===== config.mk =====
export PLATFORM = sky130hd
export DESIGN_NAME = cwl_ram
export DESIGN_NICKNAME = d
export VERILOG_FILES = /design/src/rtl/core/cwl_ram.sv
export SDC_FILE = /design/constraint.sdc
export NUM_CORES = 2
export LEC_CHECK = 0
export BUFFER_PORTS_ARGS = -buffer_cell sky130_fd_sc_hd__buf_4
export CORE_UTILIZATION = 60
export CTS_CLUSTER_SIZE = 40
export DETAILED_ROUTE_END_ITERATION = 10
export GPL_ROUTABILITY_DRIVEN = 0
export PLACE_DENSITY = 0.8
export SYNTH_ARGS = -nofsm -noshare
export SYNTH_HDL_FRONTEND = slang
export SYNTH_SLANG_ARGS = --single-unit

===== constraint.sdc =====
create_clock -name clock -period 3.54 [get_ports clock]
set_clock_uncertainty 0.1 [all_clocks]
set_input_delay 0.354 -clock clock [delete_from_list [all_inputs] [get_ports clock]]
set_output_delay 0.354 -clock clock [all_outputs]
set_load 0.005 [all_outputs]

===== src/rtl/core/cwl_ram.sv =====
// ----------------------------------------------------------------------------
// cwl_ram
// Generic single-port-write, single-port-read RAM with a registered read.
// ----------------------------------------------------------------------------
module cwl_ram #(
   parameter int WIDTH = 16,
   parameter int DEPTH = 256
) (
   input  logic                     clock,
   input  logic                     wr_en,
   input  logic [$clog2(DEPTH)-1:0] wr_addr,
   input  logic [WIDTH-1:0]         wr_data,
   input  logic [$clog2(DEPTH)-1:0] rd_addr,
   output logic [WIDTH-1:0]         rd_data
);

   logic [WIDTH-1:0] mem_ff [DEPTH];
   logic [WIDTH-1:0] rd_data_ff;

   // Write port and registered read port.
   always_ff @(posedge clock) begin
      if (wr_en) begin
         mem_ff[wr_addr] <= wr_data;
      end
      rd_data_ff <= mem_ff[rd_addr];
   end

   assign rd_data = rd_data_ff;

endmodule


==> reports/qor.yml <==
sta:
  slew_headroom: 0.2489
  worst_pin_slew_ns: 1.127
  rsz0062_at_grt: "false"
  slew_violations: 0
  setup_viol: 0
  max_freq_mhz: 289.7
  hold_violations: 0
  fin_crit_sh: 0.9751
  period_needed_ns: 3.452
global_routing:
  grt_pass1_vias: 84490
  grt_pass1_wl_mm: 615.7
  grt_max_degree: 125
  grt_remaining_overflow: 0
  grt_usage: 0.3286
  antenna_found_initial: 31
finish:
  drive_above_1_share: 0.2648
  final_nets: 8107
  seq_area_sq_um: 123300
  multiInputGateArea_sq_um: 32800
  stdcell_area_sq_um: 179900
  syn2layout_area_growth_pct: 13.34
  fill_cells: 14840
  instances_no_fill: 11920
critical_path:
  r2r_cells: 8
  path_max_fanout: 1
  worstPathRequired_ns: 4.21
  critPathLaunchType: "flop"
  critPathArrivalTime_ns: 4.12
  critPathKind: "flop to flop"
  timing.reg2reg.setup_slack_ns: 0.09
  reg2reg_to: "rd_data[11]$_DFF_P_"
  end_kind: "flop"
  r2r_start: "mem_ff[138][11]$_DFFE_PP_"
logic_synthesis:
  synthTopCellsByCount: "edfxtp_1, mux4_2, mux2i_1"
  synthFlopType: "edfxtp_1"
  ys_ff_latch: 4112
  synthTopCellsByArea: "edfxtp_1, mux4_2, mux2i_1, o221ai_1, nor2_1"
  synth_area_per_cell_sq_um: 21.56
  yosys_warnings: 0
  synth_top_area_cell: "edfxtp_1"
  synth_area_sq_um: 158700
  synth.most_common_cell: "edfxtp_1"
  synth_cells: 7360
  synth.top_cell.area_share: 0.7750
  synth_edf_count: 4096
  synth_cell_types: 52
  async_flop_share: 0
  ys_seq_area_frac: 0.7770
  synth_nets: 7394
hold_path:
  hold_path.class: "input port to flop"
  hp-start: "wr_addr[1]"
  hold_depth: 4
  whs_endpoint: "mem_ff[39][2]$_DFFE_PP_"
place:
  io_buffer_count: 49
  dpl_cell_area_sq_um: 167400
  dp.cells: 11180
  dp_hpwl_mm: 250.3
pwr:
  ir_drop_mv: 0.4352
  p_leak_nw: 57.88
  pwr_density_cell_nw_per_um2: 555.5
clock_network:
  ctsHoldBuffers: 17
  numCtsBuffers: 392
  clk_latency_ns: 0.96
  post-cts-setup-buffers: 0
  cts_sinks: 4112
  cts_max_path_buffers: 4
  cts_resized: 0
  cts_tree: "built"
  cts_root_buf: "clkbuf_16"
  clk_pin_slew_ns: 0.07
  htreeDepth: 5
die:
  die_y_um: 516.3
  pin_count: 50
  fp-row-count: 188
  dieArea_sq_um: 266600
  initial_core_util: 0.6041
  design.core.area_sq_um: 262700
  die_w_um: 516.3
drt:
  ant_nets: 0
  wl_mm: 436.4
  route.vias.total: 85000
  drt-wirelength-per-cell_um: 36.62
  drt_iter0_markers: 14660
  drc: 0
  viasPerCell: 7.132
  drt_first_pass_iters: 7
run:
  max-cap-violations: 0
status:
  status: "finished clean"
## logic make-up (layout without fill, tap and decap cells)
logic type | after synthesis | in the layout | share of synthesized area
other | 0 | 20 | 0
AO/OA/AOI/OAI | 786 | 786 | 0.03537
buffers and inverters | 456 | 1479 | 0.01693
flip-flops | 4112 | 4112 | 0.7770
AND/OR/NAND/NOR | 556 | 556 | 0.01574
multiplexers | 1450 | 1450 | 0.1550
## layout make-up
class,count,share of cell area
Antenna cell,20,0.0002782
Clock buffer,467,0.05669
Clock inverter,237,0.01147
Inverter,4,0.0001530
Multi-Input combinational cell,2792,0.1823
Sequential cell,4112,0.6855
Tap cell,3515,0.02445
Timing Repair Buffer,771,0.03912
## layout by cell type, fill, tap and decap left out, types with 29 or more instances in the layout
| cell type | count |
|---|---|
| edfxtp_1 | 4096 |
| mux4_2 | 797 |
| buf_4 | 650 |
| mux2i_1 | 565 |
| clkbuf_16 | 397 |
| nor2_1 | 295 |
| o221ai_1 | 252 |
| a21oi_1 | 175 |
| o22ai_1 | 148 |
| nor3_1 | 90 |
| mux2_2 | 88 |
| clkinv_2 | 85 |
| clkinv_1 | 85 |
| buf_12 | 84 |
| clkbuf_1 | 70 |
| a22oi_1 | 43 |
| nand2_1 | 38 |
| o21ai_0 | 37 |
| a22o_1 | 32 |
| nand3_1 | 29 |
| bufinv_16 | 29 |
## flip-flops by register name, indices dropped and copies added, names as in the netlist
| name | cells |
|---|---|
| mem_ff | 4096 |
| rd_data | 16 |
## report_power, final
part	switching [mW]	internal, mW
Combinational	3.47	1.93
Clock	18.1	22.7
Sequential	0.115	53.7
## critical path: stages (launching register included)
cell and delay, ns:
edfxtp_1 0.39, mux4_2 0.46, mux2_2 0.28, a221oi_1 0.79, o31ai_1 0.23, buf_4 0.20
o32ai_1 0.52, buf_4 0.28, nor4_1 0.06
## stage by stage
step	util	setup WS [ns]	total power [mW]	hold WS, ns	TNS (ns)
after global placement	0.6372	-0.4979	59.78	0.7016	-2.735
after CTS	0.6845	0.2546	99.84	0.02902	0
after global routing	0.6846	0.1299	101.8	0.08009	0
after detailed placement	0.6372	-0.5026	59.95	0.7073	-3.128
final	0.6847	0.08802	99.93	0.08844	0
after floorplan	-	0.9210	57.39	0.3529	0
## routing by layer
| layer | wire (um) | global-route usage | part of all wire |
|---|---|---|---|
| met2 | 206000 | 0.5148 | 0.47 |
| met4 | 27000 | 0.1709 | 0.062 |
| met3 | 61450 | 0.08799 | 0.14 |
| met1 | 141800 | 0.4269 | 0.32 |
| met5 | 99 | 0 | 0.00023 |
## worst max-delay path by stage
stage                                     to                 startpoint  slack, ns
floorplan           mem_ff[235][0]$_DFFE_PP_                 wr_addr[3]       0.92
global placement         rd_data[11]$_DFF_P_                 rd_addr[0]      -0.50
detailed placement       rd_data[11]$_DFF_P_                 rd_addr[0]      -0.50
CTS                      rd_data[11]$_DFF_P_  mem_ff[138][11]$_DFFE_PP_       0.25
global route             rd_data[11]$_DFF_P_  mem_ff[138][11]$_DFFE_PP_       0.13
finish                   rd_data[11]$_DFF_P_  mem_ff[138][11]$_DFFE_PP_       0.09
No activity file was read; power rests on OpenSTA's default activity.
