File: config.mk
export PLATFORM = sky130hd
export DESIGN_NAME = cwl_score
export DESIGN_NICKNAME = d
export VERILOG_FILES = /design/src/rtl/core/cwl_pkg.sv /design/src/rtl/core/cwl_score.sv
export SDC_FILE = /design/constraint.sdc
export NUM_CORES = 2
export LEC_CHECK = 0
export BUFFER_PORTS_ARGS = -buffer_cell sky130_fd_sc_hd__buf_2
export CAP_MARGIN = 20
export CORE_MARGIN = 1
export CORE_UTILIZATION = 66
export CTS_BUF_LIST = sky130_fd_sc_hd__clkbuf_16
export DETAILED_ROUTE_END_ITERATION = 16
export PLACE_DENSITY = 0.94
export SYNTH_ARGS = -nofsm -noshare
export SYNTH_HDL_FRONTEND = slang
export SYNTH_SLANG_ARGS = --single-unit
File: constraint.sdc
create_clock -name clock -period 8.9 [get_ports clock]
set_clock_uncertainty 0.2 [all_clocks]
set_input_delay 1.78 -clock clock [delete_from_list [all_inputs] [get_ports clock]]
set_output_delay 1.78 -clock clock [all_outputs]
set_load 0.005 [all_outputs]
File: src/rtl/core/cwl_pkg.sv
// ----------------------------------------------------------------------------
// cwl_pkg
// Shared types, constants and tables of the competitive winner-learn layer.
// ----------------------------------------------------------------------------
package cwl_pkg;

   // Layer dimensions.
   localparam int NEURONS     = 16;
   localparam int INPUTS      = 16;
   localparam int OUTPUTS     = 8;
   localparam int VALUE_BITS  = 16;

   localparam int NEURON_BITS = $clog2(NEURONS);
   localparam int INPUT_BITS  = $clog2(INPUTS);
   localparam int OUTPUT_BITS = $clog2(OUTPUTS);
   localparam int COUNT_BITS  = $clog2(INPUTS + 1);

   localparam int WEIGHT_DEPTH = NEURONS * INPUTS;
   localparam int LEARN_DEPTH  = NEURONS * OUTPUTS;
   localparam int WADDR_BITS   = $clog2(WEIGHT_DEPTH);
   localparam int LADDR_BITS   = $clog2(LEARN_DEPTH);

   // Distance arithmetic.
   localparam int DIST_BITS  = 17;
   localparam int CLOSE_BITS = 16;
   localparam int KEEP_BITS  = 16;
   localparam int SUM_BITS   = VALUE_BITS + COUNT_BITS;
   localparam int QUOT_BITS  = SUM_BITS + 1;
   localparam logic [DIST_BITS-1:0] ONE_Q16 = 17'd65536;

   // Register reset values and indexes.
   localparam logic [KEEP_BITS-1:0]  KEEP_RESET   = 16'd58982;
   localparam logic [COUNT_BITS-1:0] INUSE_RESET  = COUNT_BITS'(INPUTS);
   localparam logic CSR_KEEP_FACTOR   = 1'b0;
   localparam logic CSR_INPUTS_IN_USE = 1'b1;

   // Action codes.
   localparam logic [2:0] ACT_SAMPLE = 3'd0;
   localparam logic [2:0] ACT_LEARN  = 3'd1;
   localparam logic [2:0] ACT_BLEND  = 3'd2;
   localparam logic [2:0] ACT_READ   = 3'd3;
   localparam logic [2:0] ACT_LOAD   = 3'd4;

   // Result kinds.
   localparam logic KIND_DISTANCE = 1'b0;
   localparam logic KIND_READ     = 1'b1;

   typedef enum logic [3:0] {
      ST_IDLE,
      ST_SCAN,
      ST_SCORE,
      ST_EMIT,
      ST_LEARN_RD,
      ST_LEARN_MUL,
      ST_LEARN_WR,
      ST_BLEND_MUL,
      ST_BLEND_WR,
      ST_READ_EMIT
   } top_state_type;

   typedef enum logic [1:0] {
      SC_IDLE,
      SC_DIV,
      SC_EXP,
      SC_DONE
   } score_state_type;

   // Status of the scoring unit towards the sequencer.
   typedef struct packed {
      logic                  done;
      logic [DIST_BITS-1:0]  distance;
      logic [CLOSE_BITS-1:0] closeness;
   } score_type;

   // Factors of 100^-(2^(b-16)) in Q30, one per distance bit.
   typedef logic [DIST_BITS-1:0][30:0] close_fac_type;

   function automatic close_fac_type close_factors();
      close_fac_type f;
      logic [63:0]   r;
      logic [63:0]   v;
      logic [63:0]   res;
      logic [63:0]   bit_v;
      r = 64'd10737418;
      for (int b = DIST_BITS - 1; b >= 0; b--) begin
         f[b] = r[30:0];
         v    = r << 30;
         res  = 64'd0;
         for (int k = 31; k >= 0; k--) begin
            bit_v = 64'd1 << (2 * k);
            if (v >= res + bit_v) begin
               v   = v - (res + bit_v);
               res = (res >> 1) + bit_v;
            end else begin
               res = res >> 1;
            end
         end
         r = res;
      end
      return f;
   endfunction

   localparam close_fac_type CLOSE_FACTORS = close_factors();

endpackage

File: src/rtl/core/cwl_score.sv
// ----------------------------------------------------------------------------
// cwl_score
// Turns an L1 sum into a clamped distance by a bit-serial divider, then into a
// closeness value by one Q30 multiplication per distance bit.
// ----------------------------------------------------------------------------
module cwl_score (
   input  logic                           clock,
   input  logic                           reset,
   input  logic                           start,
   input  logic [cwl_pkg::SUM_BITS-1:0]   sum,
   input  logic [cwl_pkg::COUNT_BITS-1:0] count,
   output cwl_pkg::score_type             result
);
   import cwl_pkg::*;

   localparam int STEP_BITS = $clog2(QUOT_BITS);

   score_state_type        state_ff;
   score_state_type        state_in;
   logic [QUOT_BITS-1:0]   quo_ff;
   logic [QUOT_BITS-1:0]   quo_in;
   logic [COUNT_BITS-1:0]  rem_ff;
   logic [COUNT_BITS-1:0]  rem_in;
   logic [STEP_BITS-1:0]   step_ff;
   logic [STEP_BITS-1:0]   step_in;
   logic [DIST_BITS-1:0]   dist_ff;
   logic [DIST_BITS-1:0]   dist_in;
   logic [30:0]            pow_ff;
   logic [30:0]            pow_in;
   logic [COUNT_BITS:0]    trial;
   logic                   trial_ok;
   logic [61:0]            pow_prod;
   logic [61:0]            pow_round;
   logic [31:0]            e_sum;
   logic [DIST_BITS-1:0]   e_val;
   logic [DIST_BITS-1:0]   close_full;

   // One quotient bit per cycle.
   assign trial    = {rem_ff, quo_ff[QUOT_BITS-1]};
   assign trial_ok = trial >= {1'b0, count};

   // One distance bit per cycle, most significant first.
   assign pow_prod  = 62'(pow_ff) * 62'(CLOSE_FACTORS[step_ff[$clog2(DIST_BITS)-1:0]]);
   assign pow_round = pow_prod + 62'(2 ** 29);

   // Next state.
   always_comb begin
      state_in = state_ff;
      case (state_ff)
         SC_IDLE: begin
            if (start) begin
               state_in = SC_DIV;
            end
         end
         SC_DIV: begin
            if (step_ff == STEP_BITS'(0)) begin
               state_in = SC_EXP;
            end
         end
         SC_EXP: begin
            if (step_ff == STEP_BITS'(0)) begin
               state_in = SC_DONE;
            end
         end
         SC_DONE: begin
            state_in = SC_IDLE;
         end
         default: begin
            state_in = SC_IDLE;
         end
      endcase
   end

   // Datapath.
   always_comb begin
      quo_in  = quo_ff;
      rem_in  = rem_ff;
      step_in = step_ff;
      dist_in = dist_ff;
      pow_in  = pow_ff;
      case (state_ff)
         SC_IDLE: begin
            if (start) begin
               quo_in  = {sum, 1'b0};
               rem_in  = '0;
               step_in = STEP_BITS'(QUOT_BITS - 1);
            end
         end
         SC_DIV: begin
            quo_in = {quo_ff[QUOT_BITS-2:0], trial_ok};
            rem_in = trial_ok ? COUNT_BITS'(trial - {1'b0, count})
                              : trial[COUNT_BITS-1:0];
            if (step_ff == STEP_BITS'(0)) begin
               // Clamp to one and prepare the power walk.
               dist_in = ({quo_ff[QUOT_BITS-2:0], trial_ok} > QUOT_BITS'(ONE_Q16))
                         ? ONE_Q16
                         : quo_in[DIST_BITS-1:0];
               pow_in  = 31'(2 ** 30);
               step_in = STEP_BITS'(DIST_BITS - 1);
            end else begin
               step_in = step_ff - STEP_BITS'(1);
            end
         end
         SC_EXP: begin
            if (dist_ff[step_ff[$clog2(DIST_BITS)-1:0]]) begin
               pow_in = pow_round[60:30];
            end
            if (step_ff != STEP_BITS'(0)) begin
               step_in = step_ff - STEP_BITS'(1);
            end
         end
         default: begin
         end
      endcase
   end

   always_ff @(posedge clock) begin
      if (reset) begin
         state_ff <= SC_IDLE;
      end else begin
         state_ff <= state_in;
      end
      quo_ff  <= quo_in;
      rem_ff  <= rem_in;
      step_ff <= step_in;
      dist_ff <= dist_in;
      pow_ff  <= pow_in;
   end

   // Closeness: one minus the rounded power, saturated.
   assign e_sum = {1'b0, pow_ff} + 32'(2 ** 13);
   assign e_val = e_sum[30:14];
   always_comb begin
      if (e_val >= ONE_Q16) begin
         close_full = '0;
      end else if (e_val == '0) begin
         close_full = DIST_BITS'(2 ** CLOSE_BITS - 1);
      end else begin
         close_full = ONE_Q16 - e_val;
      end
   end

   assign result.done      = (state_ff == SC_DONE);
   assign result.distance  = dist_ff;
   assign result.closeness = close_full[CLOSE_BITS-1:0];

   // A finished distance never exceeds one.
   a_dist_clamped: assert property (@(posedge clock) disable iff (reset)
      (state_ff == SC_EXP) |-> (dist_ff <= ONE_Q16))
      else $error("distance above one");

   // The power only shrinks from one.
   a_pow_range: assert property (@(posedge clock) disable iff (reset)
      (state_ff == SC_EXP) |-> (pow_ff <= 31'(2 ** 30)))
      else $error("power above one");

   // Every start is followed by the division walk.
   a_start_div: assert property (@(posedge clock) disable iff (reset)
      (state_ff == SC_IDLE && start) |=> (state_ff == SC_DIV))
      else $error("start not taken");

endmodule

==> results.md <==
* Sequential share of the synthesized area at 0.08349
* Worst slew pin tran at approximately 1100 ps
* Type of origin of the critical path: flip-flop
* Core area at about 54000 sq um
* Clock buffer depth at 2
* Critical Path RT at 8830 ps
* Top cell type by total area after synthesis: fa_1
* Initial antenna violation count at 5
* Hold_ws at about 380 ps
* Area Growth Syn to Fin at 4.552%
* First-pass GRT wire length at ~160000 um
* Initial Util at 0.6720
* Cell with the most instances after synthesis: inv_1
* # Max-Cap Violations at 0
* # port buffers at 62
* CP Data Arrival Time at approximately 8700 ps
* HPWL Detailed at approximately 80000 um
* Post-synth EDFFs at 80
* CTS Sinks at around 110
* Crit. End Element: flip-flop
* Total Neg Setup Slack at 0 ps
* Clock Latency Late Sink at between 300 and 400 ps
* Mapped Avg Cell Area at 9.281 sq um
* Period utilisation layout at 0.9870
* Status: completed
* Post-Syn Nets at slightly above 5k
* Routed Antenna Nets at 0
* Pins Over Slew Limit at 0
* Clock-pin slew on the worst setup and hold paths at roughly 90 ps
* CTS tree: yes
* Wire per inst at roughly 23 um
* CTS Hold Buffers Added at 0
* Slew headroom at 0.2451
* Total wire length at ~100000 um
* CTS Root Cell: clkbuf_16
* Setup ws final at 115.3 ps
* H-tree depth at 3
* GR Overflow Total at 0
* Worst hold-check path type: reg -> reg
* YS warnings at 0
* Seq cells post-synth at 112
* Synth cell types at 85
* Number of core rows at between 80 and 90
* Vias at approximately 28k
* Placer Congestion at between 0.9 and 1
* Setup-failing EPs final at 0
* CP max FO at 15
* # DRC at 0
* Iteration-0 DRC Markers at 2987
* Synth top area share at 0.4449
* Post-place setup slack at around 120 ps
* IO Count at 63
* Layout Nets at roughly 5.0k
* Die Wd at approximately 240 um
* Overall Global Routing Usage at 0.3813
* Min Tclk post-route at roughly 8800 ps
* CTS buffer count at 9
* Top_reg_cell synth: edfxtp_1
* Ranking of synthesized cells by area: fa_1 (44%), ha_1 (11%), and2_1 (9.7%)
* Synth top cells by count: inv_1 (900), fa_1 (810), and2_1 (568), nand2_1 (455), ha_1 (318)
* Vias in the first global route at ~32k
* Drt pass-1 iters at 8
* Fraction of registers with async set/reset at 0
* Final Hold Viols at 0
* Die H at ~240 um
* Max Clock Freq at roughly 110 MHz
* Die area at roughly 56000 sq um
* Post-Syn Instances at about 3.9k
* Critical path class: reg -> reg
* Largest net degree at the start of global routing at 32
* Synth Cell Area at between 30000 and 40000 sq um
* Share of layout cells above drive strength 1 at 0.06658
* DR vias/cell at 6.190
* Final core occ at 0.7026
-- layer usage --
| metal | wire length [um] | global-route usage | vias to the layer above | part of all wire |
|---|---|---|---|---|
| met5 | 84 | 0.006061 | - | 0.00081 |
| met4 | 9512 | 0.3030 | 6 | 0.091 |
| met3 | 12770 | 0.1117 | 816 | 0.12 |
| met2 | 49310 | 0.6214 | 2189 | 0.47 |
| met1 | 32500 | 0.4174 | 13890 | 0.31 |
| li1 | - | - | 11530 | - |
-- worst max-delay path, stage by stage (launching register included) --
cell      delay [ps]
dfxtp_1         1080
nand2_1          500
fa_1             660
inv_1             60
fa_1             490
fa_1             580
fa_1             440
fa_1             520
fa_1             430
fa_1             500
inv_1             50
fa_1             480
inv_1             50
ha_1             370
and4_1           250
and3_1           190
and3_1           170
nor3b_1          280
a22oi_2          180
buf_4            200
a211oi_1         270
a211o_1          210
mux2i_1           80
or2_2            280
-- worst paths after layout --
check | from | to | slack, ps | cells after the start
worst max-delay path | flip-flop | pow_ff[24]$_SDFFCE_PN0P_ | 120 | 23
worst min-delay path | state_ff[0]$_SDFFE_PP0P_ | state_ff[0]$_SDFFE_PP0P_ | 380 | 2
worst max register to register | flip-flop | pow_ff[24]$_SDFFCE_PN0P_ | 120 | 23
worst min register to register | state_ff[0]$_SDFFE_PP0P_ | state_ff[0]$_SDFFE_PP0P_ | 380 | 2
-- cells by family after synthesis --
| kind of cell | share of synthesized area |
|---|---|
| simple gates | 0.1737 |
| flops | 0.08349 |
| xor+xnor | 0.01294 |
| compound gates | 0.04453 |
| fa+ha+maj | 0.5541 |
| buf+inv | 0.1180 |
| mux | 0.01325 |
-- what timing repair did --
| action | 4_1_cts | 5_1_grt |
|---|---|---|
| endpoints found under the setup margin | 0 | 13 |
| setup buffers | 0 | 12 |
| gates resized for setup | 0 | 8 |
| endpoints found under the hold margin | 0 | 0 |
-- layout make-up --
cell class	count	area, sq um
tap	696	870.8
clock inverter	7	96.34
multi-input combinational	2682	29120
antenna	7	17.52
clock buffer	9	225.2
inverter	901	3382
timing repair buffer	179	1341
fill	3528	16130
sequential	112	3052
-- metrics by stage --
step           area [sq um]  cells
6_report              38110   4593
5_1_grt               38090   4586
4_1_cts               37800   4567
3_5_place_dp          37480   4551
3_3_place_gp          37460   4550
2_1_floorplan         36450   3927
-- layout by cell type (no fill, tap or decap), types with 24 or more instances in the layout --
cell	instances
buf_4	102
mux2_2	24
edfxtp_1	80
a21oi_1	69
buf_2	63
fa_1	810
ha_1	318
dfxtp_1	25
nor2_1	73
o21ai_0	41
nor3_1	24
inv_1	900
xnor2_1	30
and2_1	568
nand2_1	455
a21o_1	33
Power is not shown: default switching activity piles up to over one toggle a cycle in this logic, so the estimate is an artifact.
