`config.mk`:
```
export PLATFORM = sky130hd
export DESIGN_NAME = cwl_blend
export DESIGN_NICKNAME = d
export VERILOG_FILES = /design/src/rtl/core/cwl_pkg.sv /design/src/rtl/core/cwl_blend.sv
export SDC_FILE = /design/constraint.sdc
export NUM_CORES = 1
export LEC_CHECK = 0
export ABC_CLOCK_PERIOD_IN_PS = 11930
export BUFFER_PORTS_ARGS = -buffer_cell sky130_fd_sc_hd__buf_2
export CAP_MARGIN = 0
export CORE_MARGIN = 3
export CORE_UTILIZATION = 35
export CTS_BUF_LIST = sky130_fd_sc_hd__clkbuf_8 sky130_fd_sc_hd__clkbuf_16
export DETAILED_ROUTE_END_ITERATION = 10
export GPL_TIMING_DRIVEN = 0
export SETUP_SLACK_MARGIN = 0.3
export SYNTH_ARGS = -nofsm -noshare
export SYNTH_HDL_FRONTEND = slang
export SYNTH_SLANG_ARGS = --single-unit
```
`constraint.sdc`:
```
create_clock -name clock -period 11.93 [get_ports clock]
set_input_delay 1.193 -clock clock [delete_from_list [all_inputs] [get_ports clock]]
set_output_delay 1.193 -clock clock [all_outputs]
set_load 0.01 [all_outputs]
```
`src/rtl/core/cwl_pkg.sv`:
```
// ----------------------------------------------------------------------------
// cwl_pkg
// Shared types, constants and tables of the competitive winner-learn layer.
// ----------------------------------------------------------------------------
package cwl_pkg;

   // Layer dimensions.
   localparam int NEURONS     = 16;
   localparam int INPUTS      = 16;
   localparam int OUTPUTS     = 8;
   localparam int VALUE_BITS  = 16;

   localparam int NEURON_BITS = $clog2(NEURONS);
   localparam int INPUT_BITS  = $clog2(INPUTS);
   localparam int OUTPUT_BITS = $clog2(OUTPUTS);
   localparam int COUNT_BITS  = $clog2(INPUTS + 1);

   localparam int WEIGHT_DEPTH = NEURONS * INPUTS;
   localparam int LEARN_DEPTH  = NEURONS * OUTPUTS;
   localparam int WADDR_BITS   = $clog2(WEIGHT_DEPTH);
   localparam int LADDR_BITS   = $clog2(LEARN_DEPTH);

   // Distance arithmetic.
   localparam int DIST_BITS  = 17;
   localparam int CLOSE_BITS = 16;
   localparam int KEEP_BITS  = 16;
   localparam int SUM_BITS   = VALUE_BITS + COUNT_BITS;
   localparam int QUOT_BITS  = SUM_BITS + 1;
   localparam logic [DIST_BITS-1:0] ONE_Q16 = 17'd65536;

   // Register reset values and indexes.
   localparam logic [KEEP_BITS-1:0]  KEEP_RESET   = 16'd58982;
   localparam logic [COUNT_BITS-1:0] INUSE_RESET  = COUNT_BITS'(INPUTS);
   localparam logic CSR_KEEP_FACTOR   = 1'b0;
   localparam logic CSR_INPUTS_IN_USE = 1'b1;

   // Action codes.
   localparam logic [2:0] ACT_SAMPLE = 3'd0;
   localparam logic [2:0] ACT_LEARN  = 3'd1;
   localparam logic [2:0] ACT_BLEND  = 3'd2;
   localparam logic [2:0] ACT_READ   = 3'd3;
   localparam logic [2:0] ACT_LOAD   = 3'd4;

   // Result kinds.
   localparam logic KIND_DISTANCE = 1'b0;
   localparam logic KIND_READ     = 1'b1;

   typedef enum logic [3:0] {
      ST_IDLE,
      ST_SCAN,
      ST_SCORE,
      ST_EMIT,
      ST_LEARN_RD,
      ST_LEARN_MUL,
      ST_LEARN_WR,
      ST_BLEND_MUL,
      ST_BLEND_WR,
      ST_READ_EMIT
   } top_state_type;

   typedef enum logic [1:0] {
      SC_IDLE,
      SC_DIV,
      SC_EXP,
      SC_DONE
   } score_state_type;

   // Status of the scoring unit towards the sequencer.
   typedef struct packed {
      logic                  done;
      logic [DIST_BITS-1:0]  distance;
      logic [CLOSE_BITS-1:0] closeness;
   } score_type;

   // Factors of 100^-(2^(b-16)) in Q30, one per distance bit.
   typedef logic [DIST_BITS-1:0][30:0] close_fac_type;

   function automatic close_fac_type close_factors();
      close_fac_type f;
      logic [63:0]   r;
      logic [63:0]   v;
      logic [63:0]   res;
      logic [63:0]   bit_v;
      r = 64'd10737418;
      for (int b = DIST_BITS - 1; b >= 0; b--) begin
         f[b] = r[30:0];
         v    = r << 30;
         res  = 64'd0;
         for (int k = 31; k >= 0; k--) begin
            bit_v = 64'd1 << (2 * k);
            if (v >= res + bit_v) begin
               v   = v - (res + bit_v);
               res = (res >> 1) + bit_v;
            end else begin
               res = res >> 1;
            end
         end
         r = res;
      end
      return f;
   endfunction

   localparam close_fac_type CLOSE_FACTORS = close_factors();

endpackage

```
`src/rtl/core/cwl_blend.sv`:
```
// ----------------------------------------------------------------------------
// cwl_blend
// Two-stage blend of an old value towards a target: k*v + (1-k)*t, rounded.
// ----------------------------------------------------------------------------
module cwl_blend (
   input  logic                                  clock,
   input  logic [cwl_pkg::KEEP_BITS-1:0]         keep,
   input  logic signed [cwl_pkg::VALUE_BITS-1:0] old_value,
   input  logic signed [cwl_pkg::VALUE_BITS-1:0] target,
   output logic signed [cwl_pkg::VALUE_BITS-1:0] result
);
   import cwl_pkg::*;

   localparam int PROD_BITS = VALUE_BITS + KEEP_BITS + 2;

   logic signed [PROD_BITS-1:0]  keep_prod_ff;
   logic signed [PROD_BITS-1:0]  keep_prod_in;
   logic signed [VALUE_BITS-1:0] target_ff;
   logic [KEEP_BITS:0]           rest_ff;
   logic [KEEP_BITS:0]           rest_in;
   logic signed [PROD_BITS-1:0]  sum;

   // First stage: share of the old value.
   assign keep_prod_in = PROD_BITS'($signed({1'b0, keep}) * old_value);
   assign rest_in      = (KEEP_BITS + 1)'(2 ** KEEP_BITS) - {1'b0, keep};

   always_ff @(posedge clock) begin
      keep_prod_ff <= keep_prod_in;
      target_ff    <= target;
      rest_ff      <= rest_in;
   end

   // Second stage: add the target's share and round; the result is in range.
   assign sum = keep_prod_ff + PROD_BITS'($signed({1'b0, rest_ff}) * target_ff)
                + PROD_BITS'(2 ** (KEEP_BITS - 1));
   assign result = sum[KEEP_BITS +: VALUE_BITS];

endmodule

```
==> results of run 1 <==
through the flow:
step | std cells | hold WS [ns] | area (µm²) | util (%)
final | 3051 | 0.936 | 21700 | 38.3
after CTS | 3051 | 0.914 | 21700 | 38.3
after global routing | 3051 | 0.915 | 21700 | 38.3
after floorplan | 2226 | 1.22 | 20200 | -
after detailed placement | 3035 | 1.30 | 21400 | 37.7
after global placement | 3035 | 1.30 | 21400 | 37.7
metal layers:
metal	vias up	global-route usage (%)	share of wire, %	wire length, µm
met5	-	0	0	0
li1	6652	-	-	-
met4	0	4.62	2.4	1240
met2	404	33.3	51	26600
met1	7497	23.0	42	22000
met3	76	3.25	5.4	2870
cells by family (layout without fill, tap and decap cells):
| logic type | count (synthesis) | after routing | synth area share (%) |
|---|---|---|---|
| AOI/OAI and AO/OA | 112 | 112 | 4.13 |
| adders and majority gates | 675 | 675 | 57.9 |
| buffers and inverters | 667 | 736 | 12.4 |
| and+or+nand+nor | 642 | 642 | 16.3 |
| muxes | 1 | 1 | 0.0558 |
| xor gates and xnor gates | 64 | 64 | 2.78 |
| DFF | 65 | 65 | 6.45 |
final cells by class:
type / instances / share of cell area (%)
clock inverter: 5 / 0.391
buffer: 88 / 1.53
inverter: 579 / 10.0
tap: 756 / 4.35
timing repair buffer: 53 / 1.22
clock buffer: 11 / 1.16
multi-input combinational: 1494 / 75.4
sequential: 65 / 5.99
worst max-delay path, stage by stage (launching register included):
cell and delay [ns]:
sky130_fd_sc_hd__dfxtp_1 0.30, sky130_fd_sc_hd__clkbuf_1 0.52, sky130_fd_sc_hd__clkbuf_1 0.55, sky130_fd_sc_hd__nand2_1 0.16
sky130_fd_sc_hd__fa_1 0.53, sky130_fd_sc_hd__inv_1 0.05, sky130_fd_sc_hd__fa_1 0.37, sky130_fd_sc_hd__inv_1 0.07
sky130_fd_sc_hd__fa_1 0.41, sky130_fd_sc_hd__inv_1 0.09, sky130_fd_sc_hd__fa_1 0.40, sky130_fd_sc_hd__fa_1 0.49
sky130_fd_sc_hd__inv_1 0.05, sky130_fd_sc_hd__fa_1 0.47, sky130_fd_sc_hd__inv_1 0.04, sky130_fd_sc_hd__ha_1 0.30
sky130_fd_sc_hd__nand2_1 0.05, sky130_fd_sc_hd__o21ai_0 0.41, sky130_fd_sc_hd__o221ai_1 0.32, sky130_fd_sc_hd__o31ai_4 0.54
sky130_fd_sc_hd__nand2_1 0.12, sky130_fd_sc_hd__o31ai_1 0.36, sky130_fd_sc_hd__a21oi_1 0.14, sky130_fd_sc_hd__xnor2_1 0.18
sky130_fd_sc_hd__buf_2 0.16
cell usage in the layout, fill, tap and decap left out, types with 4 or more instances in the layout:
cell type / count
sky130_fd_sc_hd__clkbuf_16: 9
sky130_fd_sc_hd__o21ai_0: 18
sky130_fd_sc_hd__clkbuf_1: 86
sky130_fd_sc_hd__inv_1: 578
sky130_fd_sc_hd__ha_1: 243
sky130_fd_sc_hd__fa_1: 432
sky130_fd_sc_hd__xor2_1: 20
sky130_fd_sc_hd__or2_2: 4
sky130_fd_sc_hd__nand3_1: 12
sky130_fd_sc_hd__a21o_1: 10
sky130_fd_sc_hd__buf_2: 53
sky130_fd_sc_hd__nand3b_1: 4
sky130_fd_sc_hd__and2_1: 259
sky130_fd_sc_hd__nand2b_1: 19
sky130_fd_sc_hd__nand2_1: 256
sky130_fd_sc_hd__and3_1: 8
sky130_fd_sc_hd__xnor2_1: 44
sky130_fd_sc_hd__dfxtp_1: 65
sky130_fd_sc_hd__o21bai_1: 7
sky130_fd_sc_hd__or4_1: 5
sky130_fd_sc_hd__nor2_1: 40
sky130_fd_sc_hd__a21oi_1: 34
sky130_fd_sc_hd__nor3_1: 16
worst paths after layout:
check	from	end	slack, ns	cells past startpoint
hold / removal	target[12]	target_ff[12]$_DFF_P_	0.94	1
setup / recovery	target_ff[8]$_DFF_P_	result[8]	3.28	24
state kept, by name (all words and copies together), names as in the netlist:
name,flops
keep_prod_ff,32
rest_ff,17
target_ff,16
synthesized netlist by cell type (3+ instances only):
cell type	count	share of area, %
sky130_fd_sc_hd__nand3b_1	4	0.15
sky130_fd_sc_hd__nand2_1	256	4.8
sky130_fd_sc_hd__o21ai_0	18	0.45
sky130_fd_sc_hd__o211ai_1	3	0.11
sky130_fd_sc_hd__a21oi_1	34	0.84
sky130_fd_sc_hd__and3_1	8	0.25
sky130_fd_sc_hd__o21ai_1	3	0.074
sky130_fd_sc_hd__inv_1	578	11
sky130_fd_sc_hd__or4_1	5	0.19
sky130_fd_sc_hd__nor2_1	40	0.74
sky130_fd_sc_hd__clkbuf_1	86	1.6
sky130_fd_sc_hd__a311oi_1	3	0.13
sky130_fd_sc_hd__nand2b_1	19	0.59
sky130_fd_sc_hd__a21o_1	10	0.37
sky130_fd_sc_hd__dfxtp_1	65	6.4
sky130_fd_sc_hd__nor4_1	3	0.093
sky130_fd_sc_hd__and2_1	259	8.0
sky130_fd_sc_hd__xor2_1	20	0.87
sky130_fd_sc_hd__a31oi_1	3	0.093
sky130_fd_sc_hd__nand3_1	12	0.30
sky130_fd_sc_hd__fa_1	432	43
sky130_fd_sc_hd__o211a_1	3	0.15
sky130_fd_sc_hd__a2111oi_4	3	0.41
sky130_fd_sc_hd__nor2b_1	3	0.093
sky130_fd_sc_hd__xnor2_1	44	1.9
sky130_fd_sc_hd__nor3_1	16	0.40
sky130_fd_sc_hd__ha_1	243	15
sky130_fd_sc_hd__or2_2	4	0.12
sky130_fd_sc_hd__o21bai_1	7	0.26
==> results.txt, run 1 <==
Measured slew at the worst slew-check pin: 0.780 ns
Vias per inst: 4.79
Vias after detailed routing: 14600
Area growth from synthesis to final layout: 7.67%
Number of placement rows: 87
Cell count after synthesis: 2226
Hold Crit Class: in2reg
Unrepaired setup endpoints after global routing: no
CP required: 10.74 ns
Max Cap Viol: 0
Initial antenna violation count: 0
Worst-case headroom to the max-slew limit: 48.0%
Total of flip-flops plus latches after synthesis: 65
Data arrival time at the worst-slack endpoint: 7.45 ns
CTS H-Tree Depth: 3
Die Ht: 246 µm
Routed Antenna Nets: 0
Category of the worst setup path launch point: register
Post-Syn Nets: 2950
Cell area after technology mapping: 20200 µm²
Die footprint: 60600 µm²
Final Setup Violations: 0
Final Slew Violations: 0
Maximum fanout encountered on the critical timing path: 10
IO Pins: 65
Post-route minimum period: 8.65 ns
Detailed Route WL: 52700 µm
Max Clock Freq: 116 MHz
Type of the worst setup path: reg2out
Clk slew on worst S/H paths: 0.05 ns
Effective utilization at floorplan: 35.6%
Clock tree from TritonCTS: built
Placeable core area: 56700 µm²
Number of distinct library cells after synthesis: 64
Sum of negative setup slack: 0 ns
Number of nets at the end of the flow: 3014
Weighted congestion reported at the end of routability-driven placement: 0.913
Worst setup EP type: output port
Number of buffers inserted to repair setup after CTS: 0
Half-perimeter wire length of the detailed placement result: 44700 µm
Share of the yosys chip area belonging to registers: 6.45%
Pre-Repair DR Iteration Count: 5
Register cell area after layout: 1300 µm²
Largest net degree at the start of global routing: 13
Per-instance average area after synthesis: 9.07 µm²
Number of buffers created by CTS: 9
CTS Sinks: 65
Proportion of layout cells with a drive suffix above 1: 3.97%
# fillers: 5732
Post-route setup slack: 3.28 ns
Average wire per cell in the routed design: 17.3 µm
Warnings, synthesis: 0
Share of async-settable or async-resettable flops after synthesis: 0%
Post-cts sizing count: 0
Die span in x: 246 µm
Maximum clock path buffer count: 2
Most instantiated flip-flop cell in the synthesis netlist: sky130_fd_sc_hd__dfxtp_1
Port-buffer cells: 53
Number of buffers inserted for hold repair after clock tree synthesis: 0
Area of the multi-input gates: 16400 µm²
CTS Root Buffer Type: sky130_fd_sc_hd__clkbuf_16
Initial DRC Count: 838
Worst slack, placed: 3.53 ns
Status: complete, no violations
First-pass GRT wire length: 87200 µm
Number of flops mapped to enable cells by yosys: 0
Total global routing track utilization: 18.5%
Hold violation count in the final report: 0
Residual overflow from global routing: 0
Number of remaining DRC errors: 0
Period utilization: 72.5%
Via count of the first global-routing pass: 16600
Antenna cells: 0
Power of run 1 is left out: the tool's default activity adds up to more than one toggle a clock period on the data nets, which glitch-free logic cannot reach.
==> inputs of run 2 (changes only) <==
Settings changed: ABC_CLOCK_PERIOD_IN_PS 11930 to 8710.
Clock period 11.93 ns to 8.71 ns, I/O delays scaled along.
==> run 2 against run 1 <==
  * Die area unchanged
  * Global-route usage hardly changed
  * Core utilization rose by 0.062 points
  * Wire length about the same
  * First-iteration DRC count grew 2.6%
  * Worst setup slack got worse by 2.5 ns
  * Flip-flop and latch count did not move
  * Count of clock-buffer cells in the layout stayed put
  * Critical path type unchanged
  * Largest cell class unchanged
==> results.txt, run 2 (synthesis results as in run 1) <==
Status: complete, no violations
Critical-path top delay cell: sky130_fd_sc_hd__dfxtp_1
Number of placement rows: 87
Worst-case headroom to the max-slew limit: 47.4%
Maximum fanout encountered on the critical timing path: 10
Routed Antenna Nets: 0
CTS Sinks: 65
Most frequent standard cell in the layout excluding fill and tap cells: sky130_fd_sc_hd__inv_1
Post-route minimum period: 7.97 ns
Clk slew on worst S/H paths: 0.05 ns
Average wire per cell in the routed design: 17.3 µm
Area of the multi-input gates: 16400 µm²
Period utilization: 91.6%
Sum of negative setup slack: 0 ns
Placeable core area: 56700 µm²
Area growth from synthesis to final layout: 7.85%
Initial antenna violation count: 0
CTS H-Tree Depth: 3
Via count of the first global-routing pass: 16500
CP max stage delay: 0.57 ns
Data arrival time at the worst-slack endpoint: 7.10 ns
Worst setup EP type: output port
Gate family responsible for the most delay along the worst path: adder cells
Register with the most flip-flops: keep_prod_ff
Hold violation count in the final report: 0
Number of buffers created by CTS: 9
Max Clock Freq: 125 MHz
Residual overflow from global routing: 0
Vias per inst: 4.78
Proportion of layout cells with a drive suffix above 1: 4.53%
CP required: 7.84 ns
Crit-path cells: clkbuf_1, nand2_1, fa_1, inv_1, fa_1, inv_1, fa_1, inv_1, fa_1, fa_1, inv_1, fa_1, inv_1, ha_1, nand2_1, o21ai_0, o221ai_1, o31ai_4, buf_12, nand2_1, o31ai_1, a21oi_1, xnor2_1, buf_2
Levels on crit path: 24
CTS Root Buffer Type: sky130_fd_sc_hd__clkbuf_16
Max Cap Viol: 0
Pre-Repair DR Iteration Count: 6
IO Pins: 65
Die span in x: 246 µm
Detailed Route WL: 52700 µm
Effective utilization at floorplan: 35.6%
Unrepaired setup endpoints after global routing: no
Type of the worst setup path: reg2out
Die footprint: 60600 µm²
Die Ht: 246 µm
First-pass GRT wire length: 87200 µm
Most frequent cells in the layout: sky130_fd_sc_hd__inv_1, sky130_fd_sc_hd__fa_1, sky130_fd_sc_hd__and2_1
Port-buffer cells: 53
Maximum clock path buffer count: 2
Max FFs per register: 32
Vias after detailed routing: 14600
Clock tree from TritonCTS: built
Measured slew at the worst slew-check pin: 0.789 ns
Worst Hold Depth: 1
# fillers: 5727
Category of the worst setup path launch point: register
Buf/Inv on CP: 8
Total global routing track utilization: 18.5%
Register cell area after layout: 1300 µm²
Hold Crit Class: in2reg
Most frequent cell on the critical path: sky130_fd_sc_hd__fa_1
Leading registers by flop count: keep_prod_ff x32, rest_ff x17, target_ff x16
Number of nets at the end of the flow: 3015
Antenna cells: 0
Largest net degree at the start of global routing: 13
Weighted congestion reported at the end of routability-driven placement: 0.913
Final Setup Violations: 0
Half-perimeter wire length of the detailed placement result: 44700 µm
Final Slew Violations: 0
Initial DRC Count: 860
Number of remaining DRC errors: 0
==> run 2: cell types whose count changed in the layout (fill, tap and decap cells not counted), sizes merged <==
cell / delta
buf: +1
==> run 2: area by class of cell <==
type | instances | share of cell area [%]
plain buffers | 88 | 1.59
clock buffers | 11 | 1.16
clock inverters | 5 | 0.391
inverters | 579 | 9.98
multi-input cells | 1494 | 75.2
flip-flops and latches | 65 | 5.98
well taps | 756 | 4.35
repair buffers | 54 | 1.31
==> run 2: stage by stage <==
stage               util, %  worst slack [ns]  cell area [µm²]  hold WS, ns  instances
floorplan                 -              1.97            20200        0.899       2226
global placement       37.7             0.710            21400        0.975       3035
detailed placement     37.7             0.627            21400        0.975       3035
CTS                    38.4             0.453            21800        0.592       3052
global route           38.4             0.310            21800        0.593       3052
finish                 38.4             0.735            21800        0.613       3052
==> run 2: final timing paths <==
kind / from / to / slack, ns
worst max-delay path: target_ff[7]$_DFF_P_ / result[8] / 0.74
worst min-delay path: target[12] / target_ff[12]$_DFF_P_ / 0.61
==> run 2: routing by layer <==
metal,GRT usage [%],vias up,part of all wire [%],wire length (µm)
li1,-,6653,-,-
met1,23.0,7466,42,21900
met2,33.3,400,51,26600
met3,3.25,73,5.7,3000
met4,4.62,0,2.3,1200
met5,0,-,0,0
==> run 2: timing repair <==
action | in CTS | in global routing
setup endpoints to repair | 1 | 6
hold endpoints to repair | 0 | 0
resized for setup | 1 | 22
pin swaps | 1 | 0
hold buffers | 0 | 0
buffers inserted | 1 | 0
Power of run 2 is left out for the same reason.
==> inputs of run 3 (changes only) <==
Settings changed: CORE_ASPECT_RATIO set to 1.25.
==> run 3 against run 2 <==
  * First-iteration DRC count decreased by 21%
  * Fmax decreased by 1.9%
  * Wire length increased by 2.6%
  * Global-route usage about the same
  * Cell count decreased by 0.43%
  * Count of clock-buffer cells in the layout unchanged
  * Core utilization about the same
  * Via count increased by 0.71%
==> results.txt, run 3 (synthesis results as in run 1) <==
Most frequent cells in the layout: sky130_fd_sc_hd__inv_1, sky130_fd_sc_hd__fa_1, sky130_fd_sc_hd__and2_1
Data arrival time at the worst-slack endpoint: 7.26 ns
Vias after detailed routing: 14700
Detailed Route WL: 54000 µm
Area of the multi-input gates: 16400 µm²
IO Pins: 65
First-pass GRT wire length: 88300 µm
Max Clock Freq: 123 MHz
Sum of negative setup slack: 0 ns
Worst setup EP type: output port
Number of buffers created by CTS: 9
Standard cell area after detailed placement: 21400 µm²
Leading registers by flop count: keep_prod_ff x32, rest_ff x17, target_ff x16
Inst Count DP: 3021
Clock tree from TritonCTS: built
Category of the worst setup path launch point: register
Clk slew on worst S/H paths: 0.07 ns
Final std cell area, no fill: 21700 µm²
Pre-Repair DR Iteration Count: 5
Initial DRC Count: 678
Most frequent standard cell in the layout excluding fill and tap cells: sky130_fd_sc_hd__inv_1
Register cell area after layout: 1300 µm²
Hold violation count in the final report: 0
CTS Root Buffer Type: sky130_fd_sc_hd__clkbuf_16
Status: complete, no violations
Die footprint: 60600 µm²
Routed Antenna Nets: 0
# fillers: 5833
Effective utilization at floorplan: 35.7%
Die span in x: 221 µm
Final Setup Violations: 0
Vias per inst: 4.84
Average wire per cell in the routed design: 17.8 µm
Number of nets at the end of the flow: 3015
Total global routing track utilization: 18.6%
Weighted congestion reported at the end of routability-driven placement: 0.905
Period utilization: 93.4%
Number of placement rows: 97
Half-perimeter wire length of the detailed placement result: 45600 µm
Residual overflow from global routing: 0
Hold Crit Class: in2reg
Number of remaining DRC errors: 0
Final Slew Violations: 0
Post-route minimum period: 8.13 ns
Max FFs per register: 32
Number of buffers inserted for hold repair after clock tree synthesis: 0
Port-buffer cells: 53
Via count of the first global-routing pass: 16700
Worst-case headroom to the max-slew limit: 45.4%
CTS Sinks: 65
Proportion of layout cells with a drive suffix above 1: 4.36%
Register with the most flip-flops: keep_prod_ff
Maximum clock path buffer count: 2
Placeable core area: 56600 µm²
Initial antenna violation count: 0
Largest net degree at the start of global routing: 13
CP required: 7.84 ns
Type of the worst setup path: reg2out
Layout Utilization: 38.4%
Unrepaired setup endpoints after global routing: no
Die Ht: 275 µm
Measured slew at the worst slew-check pin: 0.819 ns
Max Cap Viol: 0
Area growth from synthesis to final layout: 7.51%
Maximum fanout encountered on the critical timing path: 10
CTS H-Tree Depth: 3
Final cell count without fillers: 3039
[run 3: worst paths after layout]
path,start,endpoint,cells after the start
max,rest_ff[7]$_DFF_P_,result[8],22
min,target[6],target_ff[6]$_DFF_P_,1
[run 3: metrics by stage]
stage | worst slack, ns | hold WS, ns
after floorplan | 1.97 | 0.899
after global placement | 0.694 | 0.975
after detailed placement | 0.573 | 0.975
after CTS | 0.412 | 0.586
after global routing | 0.310 | 0.601
final | 0.578 | 0.603
[run 3: layer usage]
layer	routed length, µm	vias up	GRT usage [%]
met3	2140	146	2.02
li1	-	6655	-
met1	20700	7492	21.2
met4	2570	0	8.14
met5	0	-	0
met2	28600	403	35.1
[run 3: critical path, cell delays in order (launching register included)]
cell                       delay, ns
sky130_fd_sc_hd__dfxtp_1        0.58
sky130_fd_sc_hd__clkbuf_1       0.52
sky130_fd_sc_hd__nand2_1        0.14
sky130_fd_sc_hd__fa_1           0.50
sky130_fd_sc_hd__fa_1           0.49
sky130_fd_sc_hd__fa_1           0.52
sky130_fd_sc_hd__fa_1           0.54
sky130_fd_sc_hd__inv_1          0.05
sky130_fd_sc_hd__fa_1           0.48
sky130_fd_sc_hd__inv_1          0.05
sky130_fd_sc_hd__fa_1           0.48
sky130_fd_sc_hd__inv_1          0.05
sky130_fd_sc_hd__ha_1           0.28
sky130_fd_sc_hd__a21oi_1        0.06
sky130_fd_sc_hd__o21ai_0        0.45
sky130_fd_sc_hd__o221ai_1       0.35
sky130_fd_sc_hd__o31ai_4        0.35
sky130_fd_sc_hd__buf_12         0.17
sky130_fd_sc_hd__nand2_1        0.06
sky130_fd_sc_hd__o31ai_1        0.34
sky130_fd_sc_hd__a21oi_1        0.14
sky130_fd_sc_hd__xnor2_1        0.14
sky130_fd_sc_hd__buf_2          0.15
[run 3: final cells by class]
type	instances	area share, %
antenna	1	0.0115
buffer	88	1.57
clock buffer	11	1.16
clock inverter	5	0.173
inverter	579	10.0
multi-input combinational	1494	75.5
sequential	65	6.00
tap	742	4.28
timing repair buffer	54	1.31
[run 3: timing repair]
item                                    4_1_cts  5_1_grt
resized for setup                             0       16
pin swaps                                     1        0
endpoints found under the setup margin        2        8
buffers inserted                              1        0
Power of run 3 is left out for the same reason.
